==> src/rtl/mcb_pkg.sv <==
// ----------------------------------------------------------------------------
// mcb_pkg
// Shared constants, types and elaboration-time tables for the mu-law
// compand and bit-crush datapath.
// ----------------------------------------------------------------------------
package mcb_pkg;

    localparam int SAMPLE_BITS = 16;
    localparam int FRAC_BITS   = 20;
    localparam int MANT_BITS   = 30;
    localparam int LOG_ROUNDS  = FRAC_BITS;
    localparam int YDIV_STEPS  = 24;
    localparam int ODIV_STEPS  = 30;
    localparam int DEN_W       = 24;

    // configuration register indexes
    localparam logic REG_MU    = 1'b0;
    localparam logic REG_CRUSH = 1'b1;

    localparam logic [7:0] MU_RESET    = 8'd100;
    localparam logic [3:0] CRUSH_RESET = 4'd7;

    typedef logic [DEN_W-1:0]     den_t;
    typedef logic [MANT_BITS:0]   mant_t;
    typedef den_t  den_table_t  [256];
    typedef mant_t root_table_t [FRAC_BITS];

    // per-item control carried alongside the datapath
    typedef struct packed {
        logic       neg;
        logic [7:0] m;
        logic [3:0] cb;
        den_t       den;
    } side_t;

    // integer square root, bit by bit
    function automatic longint unsigned isqrt64(input longint unsigned v);
        longint unsigned res;
        longint unsigned bitv;
        longint unsigned rem;
        res  = 0;
        bitv = 64'h4000_0000_0000_0000;
        rem  = v;
        while (bitv > rem) bitv = bitv >> 2;
        while (bitv != 0) begin
            if (rem >= res + bitv) begin
                rem = rem - (res + bitv);
                res = (res >> 1) + bitv;
            end else begin
                res = res >> 1;
            end
            bitv = bitv >> 2;
        end
        return res;
    endfunction

    // log2 of a small integer, FRAC_BITS fraction bits
    function automatic den_t log2_const(input int unsigned mv);
        longint unsigned m;
        longint unsigned z;
        int              e;
        logic [FRAC_BITS-1:0] frac;
        m    = mv;
        e    = 0;
        frac = '0;
        while (e < 63 && (m >> (e + 1)) != 0) e++;
        z = m << (MANT_BITS - e);
        for (int i = 0; i < FRAC_BITS; i++) begin
            z    = (z * z) >> MANT_BITS;
            frac = {frac[FRAC_BITS-2:0], 1'b0};
            if (z >= (64'd2 << MANT_BITS)) begin
                frac[0] = 1'b1;
                z       = z >> 1;
            end
        end
        return den_t'({e[3:0], frac});
    endfunction

    // log2(1 + mu) for every mu code, zero treated as one
    function automatic den_table_t build_den_table();
        den_table_t t;
        for (int i = 0; i < 256; i++) begin
            t[i] = log2_const((i == 0) ? 2 : i + 1);
        end
        return t;
    endfunction

    // successive square roots of two in Q1.30, entry i-1 holds 2^(2^-i)
    function automatic root_table_t build_root_table();
        root_table_t     t;
        longint unsigned r;
        r = 64'd2 << MANT_BITS;
        for (int i = 0; i < FRAC_BITS; i++) begin
            r    = isqrt64(r << MANT_BITS);
            t[i] = mant_t'(r);
        end
        return t;
    endfunction

    localparam den_table_t  DEN_TABLE  = build_den_table();
    localparam root_table_t ROOT_TABLE = build_root_table();

endpackage

==> src/rtl/mcb_ydiv.sv <==
// ----------------------------------------------------------------------------
// mcb_ydiv
// Restoring divider for the compressed level, one quotient bit per stage.
// ----------------------------------------------------------------------------
module mcb_ydiv (
    input  logic               clk,
    input  logic               rst_n,
    input  logic               en,
    input  logic               in_vld,
    input  mcb_pkg::side_t     in_side,
    input  mcb_pkg::den_t      in_num,
    output logic               out_vld,
    output mcb_pkg::side_t     out_side,
    output logic [23:0]        out_q
);

    localparam int N = mcb_pkg::YDIV_STEPS;

    logic [N-1:0]   vld_reg;
    mcb_pkg::side_t side_reg [N];
    logic [23:0]    rem_reg  [N];
    logic [23:0]    q_reg    [N];
    logic [3:0]     lo_reg   [N];

    for (genvar g = 0; g < N; g++) begin : g_step
        logic           v_src;
        mcb_pkg::side_t s_src;
        logic [23:0]    r_src;
        logic [23:0]    q_src;
        logic [3:0]     l_src;
        logic [24:0]    t;
        logic [24:0]    tsub;
        logic           ge;

        if (g == 0) begin : g_first
            // dividend is num shifted up by the fraction width
            assign v_src = in_vld;
            assign s_src = in_side;
            assign r_src = {4'b0, in_num[23:4]};
            assign q_src = '0;
            assign l_src = in_num[3:0];
        end else begin : g_next
            assign v_src = vld_reg[g-1];
            assign s_src = side_reg[g-1];
            assign r_src = rem_reg[g-1];
            assign q_src = q_reg[g-1];
            assign l_src = lo_reg[g-1];
        end

        // trial subtract
        assign t    = {r_src, l_src[3]};
        assign tsub = t - {1'b0, s_src.den};
        assign ge   = (t >= {1'b0, s_src.den});

        always_ff @(posedge clk or negedge rst_n)
        begin
            if (!rst_n)
            begin
                vld_reg[g] <= 1'b0;
            end
            else if (en)
            begin
                vld_reg[g] <= v_src;
            end
        end

        always_ff @(posedge clk)
        begin
            if (en)
            begin
                side_reg[g] <= s_src;
                rem_reg[g]  <= ge ? tsub[23:0] : t[23:0];
                q_reg[g]    <= {q_src[22:0], ge};
                lo_reg[g]   <= {l_src[2:0], 1'b0};
            end
        end
    end

    assign out_vld  = vld_reg[N-1];
    assign out_side = side_reg[N-1];
    assign out_q    = q_reg[N-1];

endmodule

==> config.mk <==
export PLATFORM = sky130hd
export DESIGN_NAME = mcb_ydiv
export DESIGN_NICKNAME = d
export VERILOG_FILES = /design/src/rtl/mcb_pkg.sv /design/src/rtl/mcb_ydiv.sv
export SDC_FILE = /design/constraint.sdc
export NUM_CORES = 2
export LEC_CHECK = 0
export BUFFER_PORTS_ARGS = -buffer_cell sky130_fd_sc_hd__buf_2
export CAP_MARGIN = 20
export CORE_ASPECT_RATIO = 1.4
export CORE_MARGIN = 1
export CORE_UTILIZATION = 40
export CTS_CLUSTER_SIZE = 20
export DETAILED_ROUTE_END_ITERATION = 6
export PLACE_DENSITY = 0.61
export SKIP_LAST_GASP = 1
export SLEW_MARGIN = 10
export SYNTH_ARGS = -nofsm -noshare
export SYNTH_HDL_FRONTEND = slang
export SYNTH_SLANG_ARGS = --single-unit
==> constraint.sdc <==
create_clock -name clk -period 3.19 [get_ports clk]
set_input_delay 0.638 -clock clk [delete_from_list [all_inputs] [get_ports clk]]
set_output_delay 0.638 -clock clk [all_outputs]
set_load 0.02 [all_outputs]
# --- Word-level counts from Yosys, hierarchy flattened ---
# Memory sizes are Yosys's and may differ from the RTL's.
# Cells that the tools add are included.
op_classes:
  addsub: 24
  muxes: 26
  magnitude_cmp: 24
op_table:
  columns: ["cell", "count"]
  rows:
  - ["$mux W24", 24]
  - ["$ge A25 B24 Y1", 23]
  - ["$sub A24 B24 Y24", 23]
  - ["$ge A21 B24 Y1", 1]
  - ["$sub A21 B24 Y24", 1]
  - ["$mux W1", 2]
totals:
  ramBits: 2112
  output_inout_bits: 62
  inputBits: 65
  wordCells: 102
  memories: 4
  regBits: 24
memory_table:
  columns: ["memory", "depth", "width", "rd", "rd_clocked_by_memory_dff", "wr", "line", "rtl"]
  rows:
  - ["side_reg", 24, 37, 24, 0, 24, "mcb_ydiv.sv:20", "mcb_pkg::side_t side_reg [N];"]
  - ["q_reg", 24, 24, 24, 0, 24, "mcb_ydiv.sv:22", "logic [23:0] q_reg [N];"]
  - ["rem_reg", 24, 24, 23, 0, 24, "mcb_ydiv.sv:21", "logic [23:0] rem_reg [N];"]
  - ["lo_reg", 24, 3, 23, 0, 24, "mcb_ydiv.sv:23", "logic [3:0] lo_reg [N];"]

# --- Longest topological paths before layout ---
# An unclocked memory read counts as a cell.
logic_depth:
  word_depth: 3
  depth_mapped: 14
  depth_no_buf: 13

# --- Worst setup path before layout ---
# Ideal clock, no wire load.
synth_timing:
  path_kind: "input to register"
  from: "input in_side[2] (netlist name)"
  to: "memory rem_reg[0][17] (data pin)"
  arrival_ps: 3202
  slack_ps: -272
  stages: 13
  setup_time_ps: 260
  n_path_buf: 1
  required_time_ps: 2930
  cell_sequence: "inv_1 > ha_1 > nor2b_1 > o21ai_0 > a21boi_1 > o21ai_0 > a21oi_1 > a41o_1 > a31oi_1 > o31a_1 > a21boi_1 > buf_2 > mux2_2"
synth_lines:
  columns: ["element", "line", "rtl"]
  rows:
  - ["from (decl)", "mcb_ydiv.sv:10", "input mcb_pkg::side_t in_side,"]
  - ["to (decl)", "mcb_ydiv.sv:21", null]

==> reports/qor.txt <==
=================================================================================
Run status                                                           complete, but fails checks
Violations in the final reports                                      design-rule violations, negative setup slack
Die boundary height                                                      554.9 um
Worst-path fanout max                                                           3
Syn_nets                                                                     7457
Type of destination of the critical path                                     flop
Power density normalized to cell area                                 1016 mW/mm2
Number of max-cap violations                                                    0
Final setup fails                                                             277
Synth top area share                                                       0.6004
Multi-input combinational cell area                                   0.03507 mm2
Number of flops mapped to enable cells by yosys                              1746
Placer Congestion                                                          0.9229
Max-slew violation total from the final report                                  0
Total of flip-flops plus latches after synthesis                             1770
Root buffer cell                                                        clkbuf_16
Library cell occupying the most area in the post-synthesis netlist       edfxtp_1
Initial core utilization                                                   0.4032
Post-synthesis cell area                                              0.08733 mm2
Top_reg_cell synth                                                       edfxtp_1
Most frequent cells after synthesis                                  edfxtp_1 (1746), inv_1 (681), ha_1 (572), nand2_1 (414), o21ai_0 (412)
Kind of path behind the tightest hold check                             in -> reg
Initial antenna violation count                                                 3
Drt via density                                                             5.174
Post-synthesis instance total                                                6797
Fillers                                                                     17962
Type of origin of the critical path                                          flop
Headroom to the max-slew limit                                             0.5031
Num CTS Buffers                                                               187
Maximum resistive drop on vdd                                           0.5036 mV
Leakage                                                                  46.29 nW
Final worst path period share                                               1.085
Area growth syn-to-layout                                                  28.51%
Setup slack at placement                                               -0.4802 ns
Total number of clock tree sinks                                             1770
Total wirelength of the detailed-routed design                           212.5 mm
Post-synthesis average cell area                                        12.85 um2
Largest net degree at the start of global routing                             123
Aggregate global routing overflow                                               0
Drt first-iter violations                                                    2491
Vias in the first global route                                              62199
Largest register FFs                                                          888
Tightest hold margin                                                   0.07790 ns
Final WS setup                                                         -0.2713 ns
Total DRC errors in the routed layout                                          16
Worst endpoint required time                                              3.76 ns
Via count of the routed design                                              58281
Number of unique standard cell types used by synthesis                         89
Tot GR Track Use                                                           0.1871
Drt first pass iters                                                            7
Unrepaired setup endpoints after global routing                               yes
CTS tree                                                                     done
Sequential-to-total area share from yosys stat                             0.6072
Least-Margin Pin Slew                                                   0.7265 ns
Cell types with the largest area share after synthesis               edfxtp_1 (60%), ha_1 (8.2%), mux2_2 (3.7%), inv_1 (2.9%), xnor2_1 (2.6%)
IO Pins                                                                       127
Layout cells sized above 1                                                 0.2930
Final setup skew                                                       0.09046 ns
Clock slew seen by the registers of the worst setup and hold paths        0.07 ns
Achievable Freq                                                         288.9 MHz
Die footprint                                                          0.2202 mm2
Insertion delay to the later sink of the worst-skew pair                  0.86 ns
Number of hold violations in the final report                                   0
Most common cell in the netlist                                          edfxtp_1
Wire length per cell after detailed routing                              18.86 um
FF+latch area                                                         0.05303 mm2
Global-route wire length before repair                                   322.2 mm
Worst Setup Path Type                                                  reg -> reg
Final worst path period need                                             3.461 ns
Final #Nets                                                                  8918
CORE AREA                                                              0.2166 mm2
Floorplan row count                                                           202
Number of nets still failing antenna checks after routing                       0
Arrival time at the worst endpoint                                        4.03 ns
Clock buffer depth                                                              4
Warning count from the yosys run                                                0
Post-synthesis async set-or-reset flop share                              0.01356
Input/output buffers                                                          126
Chip width                                                               396.9 um
Placed wire-length estimate after detailed placement                     147.6 mm
H-tree levels                                                                   4
=================================================================================
-- layout by cell type (no fill, tap or decap), types with 97 or more instances in the layout --
cell / Yosys / final
xnor2_1: 256 / 255
o21ai_0: 412 / 286
buf_4: 0 / 1026
ha_1: 572 / 511
o21a_1: 103 / 99
nand3_1: 116 / 110
clkbuf_16: 0 / 203
nor2_1: 294 / 267
mux2_2: 286 / 180
o21ai_2: 1 / 97
xor2_1: 173 / 173
buf_2: 25 / 126
edfxtp_1: 1746 / 1746
mux2_4: 1 / 115
a21o_1: 237 / 237
a21oi_1: 409 / 343
inv_1: 681 / 637
nand2_1: 414 / 386
-- cell families (layout without fill, tap and decap cells) --
logic type	count (synthesis)	after routing	share of synthesized area
flops	1770	1770	0.6072
compound gates	1571	1571	0.1136
simple gates	1322	1322	0.07307
buf+inv	785	2390	0.03418
fa+ha+maj	595	595	0.08722
xor+xnor	429	429	0.04302
mux	325	325	0.04165
other cells	0	7	0
-- worst max-delay path: stages, from the launching register on --
cell      delay (ns)
edfxtp_1        0.40
buf_4           0.16
fa_1            0.41
nor2b_1         0.22
o31a_1          0.20
o41ai_2         0.07
buf_4           0.16
o31ai_2         0.34
or4_4           0.23
a311oi_2        0.11
buf_4           0.17
o21ai_1         0.23
a21oi_2         0.10
xnor2_1         0.12
mux2_2          0.26
-- layer usage --
| layer | routed length [um] | vias up | GRT usage |
|---|---|---|---|
| met1 | 64780 | 28380 | 0.1505 |
| li1 | - | 28082 | - |
| met4 | 19150 | 0 | 0.1414 |
| met5 | 0 | - | 0 |
| met2 | 123000 | 1093 | 0.3928 |
| met3 | 5513 | 726 | 0.02146 |
-- power by group --
| group | total [mW] | internal [mW] | switching [mW] |
|---|---|---|---|
| logic | 57.0 | 29.4 | 27.6 |
| registers | 35.6 | 32.9 | 2.73 |
| clock network | 21.5 | 12.5 | 9.00 |
| total | 114 | 74.7 | 39.3 |
-- through the flow --
| step | instances | total power [mW] | cell area (um2) | setup TNS, ns | utilization |
|---|---|---|---|---|---|
| after global routing | 11265 | 120.3 | 112200 | -69.53 | 0.5182 |
| after global placement | 10588 | 78.83 | 98630 | -85.51 | 0.4554 |
| after floorplan | 6797 | 63.54 | 87490 | 0 | - |
| after detailed placement | 10588 | 80.10 | 98630 | -100.33 | 0.4554 |
| after CTS | 11140 | 109.8 | 109300 | -39.83 | 0.5047 |
| final | 11265 | 114.0 | 112200 | -33.91 | 0.5182 |
-- what timing repair did --
| item | 4_1_cts | 5_1_grt |
|---|---|---|
| pin swaps | 210 | 262 |
| endpoints found under the hold margin | 58 | 0 |
| gates cloned | 35 | 16 |
| gates resized for setup | 562 | 475 |
| endpoints found under the setup margin | 493 | 504 |
| setup buffers | 164 | 134 |
| hold buffers | 35 | 0 |
-- cell type report --
type	count	share of cell area
clock buffer	216	0.04323
antenna	7	0.0001561
timing repair buffer	1373	0.1072
sequential	1770	0.4725
clock inverter	117	0.009587
tap	2856	0.03184
inverter	684	0.02301
multi-input combinational	4242	0.3125
-- final timing paths --
kind                             startpoint          endpoint  slack [ns]  cells past startpoint
max in group asynchronous             rst_n  g_step[15].v_src        2.46                      2
hold / removal                  in_side[21]   side_reg[0][21]        0.08                      1
hold reg to reg               q_reg[2][122]     q_reg[2][147]        0.38                      0
setup / recovery           side_reg[2][112]   rem_reg[2][118]       -0.27                     14
setup reg to reg           side_reg[2][112]   rem_reg[2][118]       -0.27                     14
min in group asynchronous             rst_n  g_step[23].v_src        0.38                      2
Note: power is estimated with default switching activity, not from simulation.
