### src/rtl/mcb_pkg.sv
// ----------------------------------------------------------------------------
// mcb_pkg
// Shared constants, types and elaboration-time tables for the mu-law
// compand and bit-crush datapath.
// ----------------------------------------------------------------------------
package mcb_pkg;

    localparam int SAMPLE_BITS = 16;
    localparam int FRAC_BITS   = 20;
    localparam int MANT_BITS   = 30;
    localparam int LOG_ROUNDS  = FRAC_BITS;
    localparam int YDIV_STEPS  = 24;
    localparam int ODIV_STEPS  = 30;
    localparam int DEN_W       = 24;

    // configuration register indexes
    localparam logic REG_MU    = 1'b0;
    localparam logic REG_CRUSH = 1'b1;

    localparam logic [7:0] MU_RESET    = 8'd100;
    localparam logic [3:0] CRUSH_RESET = 4'd7;

    typedef logic [DEN_W-1:0]     den_t;
    typedef logic [MANT_BITS:0]   mant_t;
    typedef den_t  den_table_t  [256];
    typedef mant_t root_table_t [FRAC_BITS];

    // per-item control carried alongside the datapath
    typedef struct packed {
        logic       neg;
        logic [7:0] m;
        logic [3:0] cb;
        den_t       den;
    } side_t;

    // integer square root, bit by bit
    function automatic longint unsigned isqrt64(input longint unsigned v);
        longint unsigned res;
        longint unsigned bitv;
        longint unsigned rem;
        res  = 0;
        bitv = 64'h4000_0000_0000_0000;
        rem  = v;
        while (bitv > rem) bitv = bitv >> 2;
        while (bitv != 0) begin
            if (rem >= res + bitv) begin
                rem = rem - (res + bitv);
                res = (res >> 1) + bitv;
            end else begin
                res = res >> 1;
            end
            bitv = bitv >> 2;
        end
        return res;
    endfunction

    // log2 of a small integer, FRAC_BITS fraction bits
    function automatic den_t log2_const(input int unsigned mv);
        longint unsigned m;
        longint unsigned z;
        int              e;
        logic [FRAC_BITS-1:0] frac;
        m    = mv;
        e    = 0;
        frac = '0;
        while (e < 63 && (m >> (e + 1)) != 0) e++;
        z = m << (MANT_BITS - e);
        for (int i = 0; i < FRAC_BITS; i++) begin
            z    = (z * z) >> MANT_BITS;
            frac = {frac[FRAC_BITS-2:0], 1'b0};
            if (z >= (64'd2 << MANT_BITS)) begin
                frac[0] = 1'b1;
                z       = z >> 1;
            end
        end
        return den_t'({e[3:0], frac});
    endfunction

    // log2(1 + mu) for every mu code, zero treated as one
    function automatic den_table_t build_den_table();
        den_table_t t;
        for (int i = 0; i < 256; i++) begin
            t[i] = log2_const((i == 0) ? 2 : i + 1);
        end
        return t;
    endfunction

    // successive square roots of two in Q1.30, entry i-1 holds 2^(2^-i)
    function automatic root_table_t build_root_table();
        root_table_t     t;
        longint unsigned r;
        r = 64'd2 << MANT_BITS;
        for (int i = 0; i < FRAC_BITS; i++) begin
            r    = isqrt64(r << MANT_BITS);
            t[i] = mant_t'(r);
        end
        return t;
    endfunction

    localparam den_table_t  DEN_TABLE  = build_den_table();
    localparam root_table_t ROOT_TABLE = build_root_table();

endpackage

### src/rtl/mcb_odiv.sv
// ----------------------------------------------------------------------------
// mcb_odiv
// Divide the expanded value by mu, one quotient bit per stage, with an
// early saturation flag when the quotient would pass full scale.
// ----------------------------------------------------------------------------
module mcb_odiv (
    input  logic               clk,
    input  logic               rst_n,
    input  logic               en,
    input  logic               in_vld,
    input  mcb_pkg::side_t     in_side,
    input  logic [38:0]        in_diff,
    output logic               out_vld,
    output mcb_pkg::side_t     out_side,
    output logic [29:0]        out_q,
    output logic               out_sat
);

    localparam int N = mcb_pkg::ODIV_STEPS;

    logic [N-1:0]   vld_reg;
    logic [N-1:0]   sat_reg;
    mcb_pkg::side_t side_reg [N];
    logic [7:0]     rem_reg  [N];
    logic [29:0]    q_reg    [N];
    logic [29:0]    lo_reg   [N];

    for (genvar g = 0; g < N; g++) begin : g_step
        logic           v_src;
        logic           s_sat;
        mcb_pkg::side_t s_src;
        logic [7:0]     r_src;
        logic [29:0]    q_src;
        logic [29:0]    l_src;
        logic [8:0]     t;
        logic [8:0]     tsub;
        logic           ge;

        if (g == 0) begin : g_first
            // quotient reaches 2^30 when the top part already holds mu
            assign v_src = in_vld;
            assign s_src = in_side;
            assign s_sat = (in_diff[38:30] >= {1'b0, in_side.m});
            assign r_src = s_sat ? 8'd0 : in_diff[37:30];
            assign q_src = '0;
            assign l_src = in_diff[29:0];
        end else begin : g_next
            assign v_src = vld_reg[g-1];
            assign s_src = side_reg[g-1];
            assign s_sat = sat_reg[g-1];
            assign r_src = rem_reg[g-1];
            assign q_src = q_reg[g-1];
            assign l_src = lo_reg[g-1];
        end

        // trial subtract
        assign t    = {r_src, l_src[29]};
        assign tsub = t - {1'b0, s_src.m};
        assign ge   = (t >= {1'b0, s_src.m});

        always_ff @(posedge clk or negedge rst_n)
        begin
            if (!rst_n)
            begin
                vld_reg[g] <= 1'b0;
            end
            else if (en)
            begin
                vld_reg[g] <= v_src;
            end
        end

        always_ff @(posedge clk)
        begin
            if (en)
            begin
                side_reg[g] <= s_src;
                sat_reg[g]  <= s_sat;
                rem_reg[g]  <= ge ? tsub[7:0] : t[7:0];
                q_reg[g]    <= {q_src[28:0], ge};
                lo_reg[g]   <= {l_src[28:0], 1'b0};
            end
        end
    end

    assign out_vld  = vld_reg[N-1];
    assign out_side = side_reg[N-1];
    assign out_q    = q_reg[N-1];
    assign out_sat  = sat_reg[N-1];

endmodule
### config.mk
export PLATFORM = sky130hd
export DESIGN_NAME = mcb_odiv
export DESIGN_NICKNAME = d
export VERILOG_FILES = /design/src/rtl/mcb_pkg.sv /design/src/rtl/mcb_odiv.sv
export SDC_FILE = /design/constraint.sdc
export NUM_CORES = 2
export LEC_CHECK = 0
export BUFFER_PORTS_ARGS = -buffer_cell sky130_fd_sc_hd__buf_4
export CORE_ASPECT_RATIO = 1.1
export CORE_UTILIZATION = 54
export CTS_CLUSTER_SIZE = 28
export DETAILED_ROUTE_END_ITERATION = 12
export PLACE_DENSITY = 0.7
export SYNTH_ARGS = -nofsm -noshare
export SYNTH_HDL_FRONTEND = slang
export SYNTH_SLANG_ARGS = --single-unit
### constraint.sdc
create_clock -name clk -period 3.1 [get_ports clk]
set_clock_uncertainty 0.05 [all_clocks]
set_input_delay 0.155 -clock clk [delete_from_list [all_inputs] [get_ports clk]]
set_output_delay 0.155 -clock clk [all_outputs]
set_load 0.05 [all_outputs]
Word level (Yosys, flattened, before mapping)

Memory sizes are Yosys's and may differ from the RTL's.
Index checks and enable logic that the tools add are counted.

Bits in registers: 60
Bits in writable memories: 3,120
Input bits: 80
Output and inout bits: 69
Logic and storage cells: 158
Memories: 4

Add/sub/neg operators: 30
$lt $le $gt $ge: 31
Multiplexer cells: 33

Memories:

| memory   | words | width | read ports | clocked after memory_dff | write ports | RTL line       | text |
|---|---|---|---|---|---|---|---|
| side_reg | 30    | 37    | 30         | 0                        | 30          | mcb_odiv.sv:23 | `mcb_pkg::side_t side_reg [N];` |
| q_reg    | 30    | 30    | 30         | 0                        | 30          | mcb_odiv.sv:25 | `logic [29:0] q_reg [N];` |
| lo_reg   | 30    | 29    | 29         | 0                        | 30          | mcb_odiv.sv:26 | `logic [29:0] lo_reg [N];` |
| rem_reg  | 30    | 8     | 29         | 0                        | 30          | mcb_odiv.sv:24 | `logic [7:0] rem_reg [N];` |

Operator list:

| operator    | number |
|---|---|
| $ge 9x8->1  | 31 |
| $mux 8      | 31 |
| $sub 8x8->8 | 30 |
| $mux 1      | 2 |

Longest topological paths before layout

Word-level depth: 4
Mapped depth: 14
Gate-level depth less buffers: 13

Worst setup path before layout

OpenSTA, ideal clock, no wires.

Path type: input to register
Start point: in in_diff[30]
End point: mem rem_reg[0][1] (data pin)
Library setup time: 273 ps
Arrival: 2,732 ps
Data required time: 2,777 ps
Slack: 45 ps
Cell stages on the path: 14
Buffers on the path: 2
Cells stage by stage: inv_1 -> ha_1 -> nand2b_1 -> a2111o_1 -> a31oi_4 -> buf_6 -> and2_1 -> ha_1 -> buf_2 -> and3_1 -> a31oi_1 -> nand2_1 -> a211oi_2 -> o32ai_2

RTL lines:

| element         | RTL line       | text |
|---|---|---|
| start, declared | mcb_odiv.sv:12 | `input logic [38:0] in_diff,` |
| end, declared   | mcb_odiv.sv:24 |  |

==> impl_metrics.yaml <==
outcome:
  outcome: "completed"
grt:
  grtUsageTotal: 0.147
  grt_max_degree: 127
  grt_pass1_vias: 37800
  grt_pass1_wl_um: 187000
  grt-ovfl-total: 0
  antenna_found_initial: 1
setup_path:
  reg2reg_to: "rem_reg[0][45]"
  r2r_slack_ns: 0.41
  crit_type: "in2reg"
  end_kind: "register"
  cp_slowest_cell: "dlygate4sd3_1"
  cp_slowest_stage_delay_ns: 0.54
  worst_ep_arrival_time_ns: 3.50
  crit_fanout: 5
  path_cells: "dlygate4sd3_1 > buf_4 > ha_1 > nand2b_1 > a2111o_1 > a31oi_4 > nand2_2 > inv_1 > ha_1 > nor2b_1 > o31ai_4 > a211oi_4 > buf_4 > o211ai_1 > o211ai_1"
  r2r_cells: 7
  reg2reg_from: "side_reg[4][29]"
  required_ns: 3.62
  critPathLaunchType: "input port"
synthesis:
  synth_ff_type: "edfxtp_1"
  syn_area_mm2: 0.0846
  synth_enable_flop_cells: 2272
  syn_avg_cell_area_um2: 19.2
  synth_area_leaders: "edfxtp_1 (81%), ha_1 (3.7%), mux2_1 (1.8%)"
  syn_inst: 4411
  ys_seq_area_frac: 0.815
  yosysUniqueCellTypes: 54
  ys_ff_latch: 2302
  async_flop_share: 0.0130
  synth_warnings: 0
  synth.most_common_cell: "edfxtp_1"
  synth_top_area_cell: "edfxtp_1"
  yosysTopAreaCellShare: 0.806
  syn_nets: 4768
  synth_common_cells: "edfxtp_1 (2272), inv_1 (338), ha_1 (248)"
placement:
  port_buffers: 148
  pre_cts_ws_ns: -0.327
  dp.cells: 6681
  place_hpwl_um: 70200
  gp_congestion: 0.845
power:
  peakVddDrop_v: 0.000611
  power_density_mw_per_mm2: 814
  p_switching_w: 0.0198
  power.share.clock: 0.326
  p_comb_frac: 0.172
  intPower_w: 0.0596
  leakage_nw: 35.3
  p_sw_frac: 0.249
  seq_power_share: 0.502
die:
  start_util: 0.543
  placementRows: 152
  core_mm2: 0.156
  dieArea_mm2: 0.158
  fp.dieW_um: 379
  io_pins: 149
  die_h_um: 417
clocking:
  clk_path_buf_depth: 3
  clk_latency_ns: 0.84
  h-tree-depth: 4
  tritoncts: "yes"
  cts_sinks: 2302
  cts_made_buffers: 215
  cts-root-buf: "clkbuf_16"
  clkTransAtPathRegs_ns: 0.07
layout:
  finish.utilization: 0.626
  final_layout_size_suffix_gt1_frac: 0.123
  antenna_cells: 0
  final_cell_count_no_fill: 7240
  nets: 5332
  synthToLayoutAreaGrowth_pct: 15.3
  largest_reg_flops: 1110
timing:
  worstMarginPinSlew_ns: 0.711
  final-setup-viol-count: 0
  fin_crit_sh: 0.961
  post-route-min-period_ns: 2.98
  rsz0062_at_grt: "false"
  hold_viol_final: 0
  drv_slew: 0
  timing.final.ws_setup_ns: 0.120
  max_slew_margin: 0.526
  finalSetupTns_ns: 0
  fmax_ghz: 0.336
detailed_routing:
  firstDrtPassIters: 6
  route.detailed.drc: 0
  drt_iter0_drc: 2299
  wl_um: 114000
  final_antenna_net_count: 0
  routedWlPerCell_um: 15.8
  via_per_inst: 5.15
  vias: 37300
hold_path:
  holdPathEnd: "side_reg[0][29]"
  min_from: "in_side[29]"
  hold_depth: 3
  hp-class: "in2reg"
job:
  maxCapViolations: 0
==> through the flow <==
step / total power [W] / cell area (um^2) / hold slack, ns
global route: 0.0834 / 97500 / 0.0763
CTS: 0.0803 / 97500 / 0.0269
global placement: 0.0532 / 88900 / 0.0336
floorplan: 0.0507 / 84600 / -0.191
finish: 0.0794 / 97500 / 0.118
detailed placement: 0.0539 / 88900 / 0.0440
==> what timing repair did <==
item                                   CTS  global route
endpoints found under the hold margin  300             0
buffers inserted                         0             5
hold buffers                           150             0
setup endpoints to repair                0             6
gates resized for setup                  0             5
==> cell families (layout without fill, tap and decap cells) <==
family,Yosys count,in the layout,share of synthesized area
multiplexers,273,273,0.0350
adder cells (fa/ha/maj),277,277,0.0435
XOR/XNOR,29,29,0.00300
buffers and inverters,396,1145,0.0212
AND/OR/NAND/NOR,571,571,0.0370
AO/OA/AOI/OAI,563,564,0.0451
flip-flops,2302,2302,0.815
==> layout make-up <==
| cell class | instances | area (um^2) |
|---|---|---|
| Timing Repair Buffer | 403 | 3710 |
| Clock buffer | 256 | 5580 |
| Tap cell | 2079 | 2600 |
| Multi-Input combinational cell | 1714 | 13900 |
| Sequential cell | 2302 | 69000 |
| Inverter | 339 | 1270 |
| Clock inverter | 147 | 1520 |
| Fill cell | 10800 | 58200 |
==> worst max-delay path: cells and delay by family <==
kind | cells | cell delay [ns]
compound gates | 6 | 1.53
fa+ha+maj | 2 | 0.50
buf+inv | 4 | 0.90
simple gates | 3 | 0.41
==> power by group through the flow <==
stage / clock network [W] / logic, W / registers (W)
finish: 0.0259 / 0.0136 / 0.0399
global route: 0.0279 / 0.0152 / 0.0402
CTS: 0.0268 / 0.0136 / 0.0399
detailed placement: 0 / 0.0133 / 0.0406
global placement: 0 / 0.0127 / 0.0404
floorplan: 0 / 0.0106 / 0.0402
==> layer usage <==
layer / part of all wire / wire length (um) / GRT usage / vias up
met1: 0.44 / 49900 / 0.189 / 18200
met4: 0.029 / 3380 / 0.0571 / 0
met2: 0.50 / 56800 / 0.245 / 587
li1: - / - / - / 18300
met5: 0 / 0 / 0 / -
met3: 0.039 / 4450 / 0.0311 / 240
==> placed cells by master (no fill, tap or decap), types with 11 or more instances in the layout <==
master / netlist / final
a21oi_1: 125 / 125
o21a_1: 59 / 59
dlygate4sd3_1: 0 / 149
or4b_1: 46 / 46
nor3_1: 11 / 11
mux2_1: 136 / 136
clkinv_1: 0 / 57
inv_1: 338 / 338
bufinv_16: 0 / 24
clkbuf_1: 4 / 39
and2b_1: 28 / 28
xnor2_1: 28 / 28
nor2_1: 228 / 228
fa_1: 29 / 29
ha_1: 248 / 248
mux2_2: 30 / 30
o21ai_0: 194 / 193
o31ai_1: 29 / 29
o311ai_2: 28 / 28
a211oi_1: 34 / 34
dfrtp_1: 30 / 30
o31a_1: 58 / 58
clkbuf_16: 0 / 217
mux2i_1: 103 / 103
nand3_1: 57 / 57
nor2b_1: 108 / 108
buf_12: 0 / 23
edfxtp_1: 2272 / 2272
clkinv_2: 0 / 43
nand4_1: 58 / 58
buf_4: 23 / 230
==> worst max-delay path by stage <==
| stage | from | end | slack [ns] |
|---|---|---|---|
| 6_report | in_side[28] | rem_reg[0][3] | 0.12 |
| 3_3_place_gp | in_side[28] | rem_reg[0][1] | -0.24 |
| 5_1_grt | in_diff[30] | rem_reg[0][3] | 0.04 |
| 3_5_place_dp | in_side[28] | rem_reg[0][1] | -0.33 |
| 2_1_floorplan | in_diff[30] | rem_reg[0][1] | 0.04 |
| 4_1_cts | in_side[28] | rem_reg[0][1] | 0.05 |
Power figures use the tool's default switching activity.
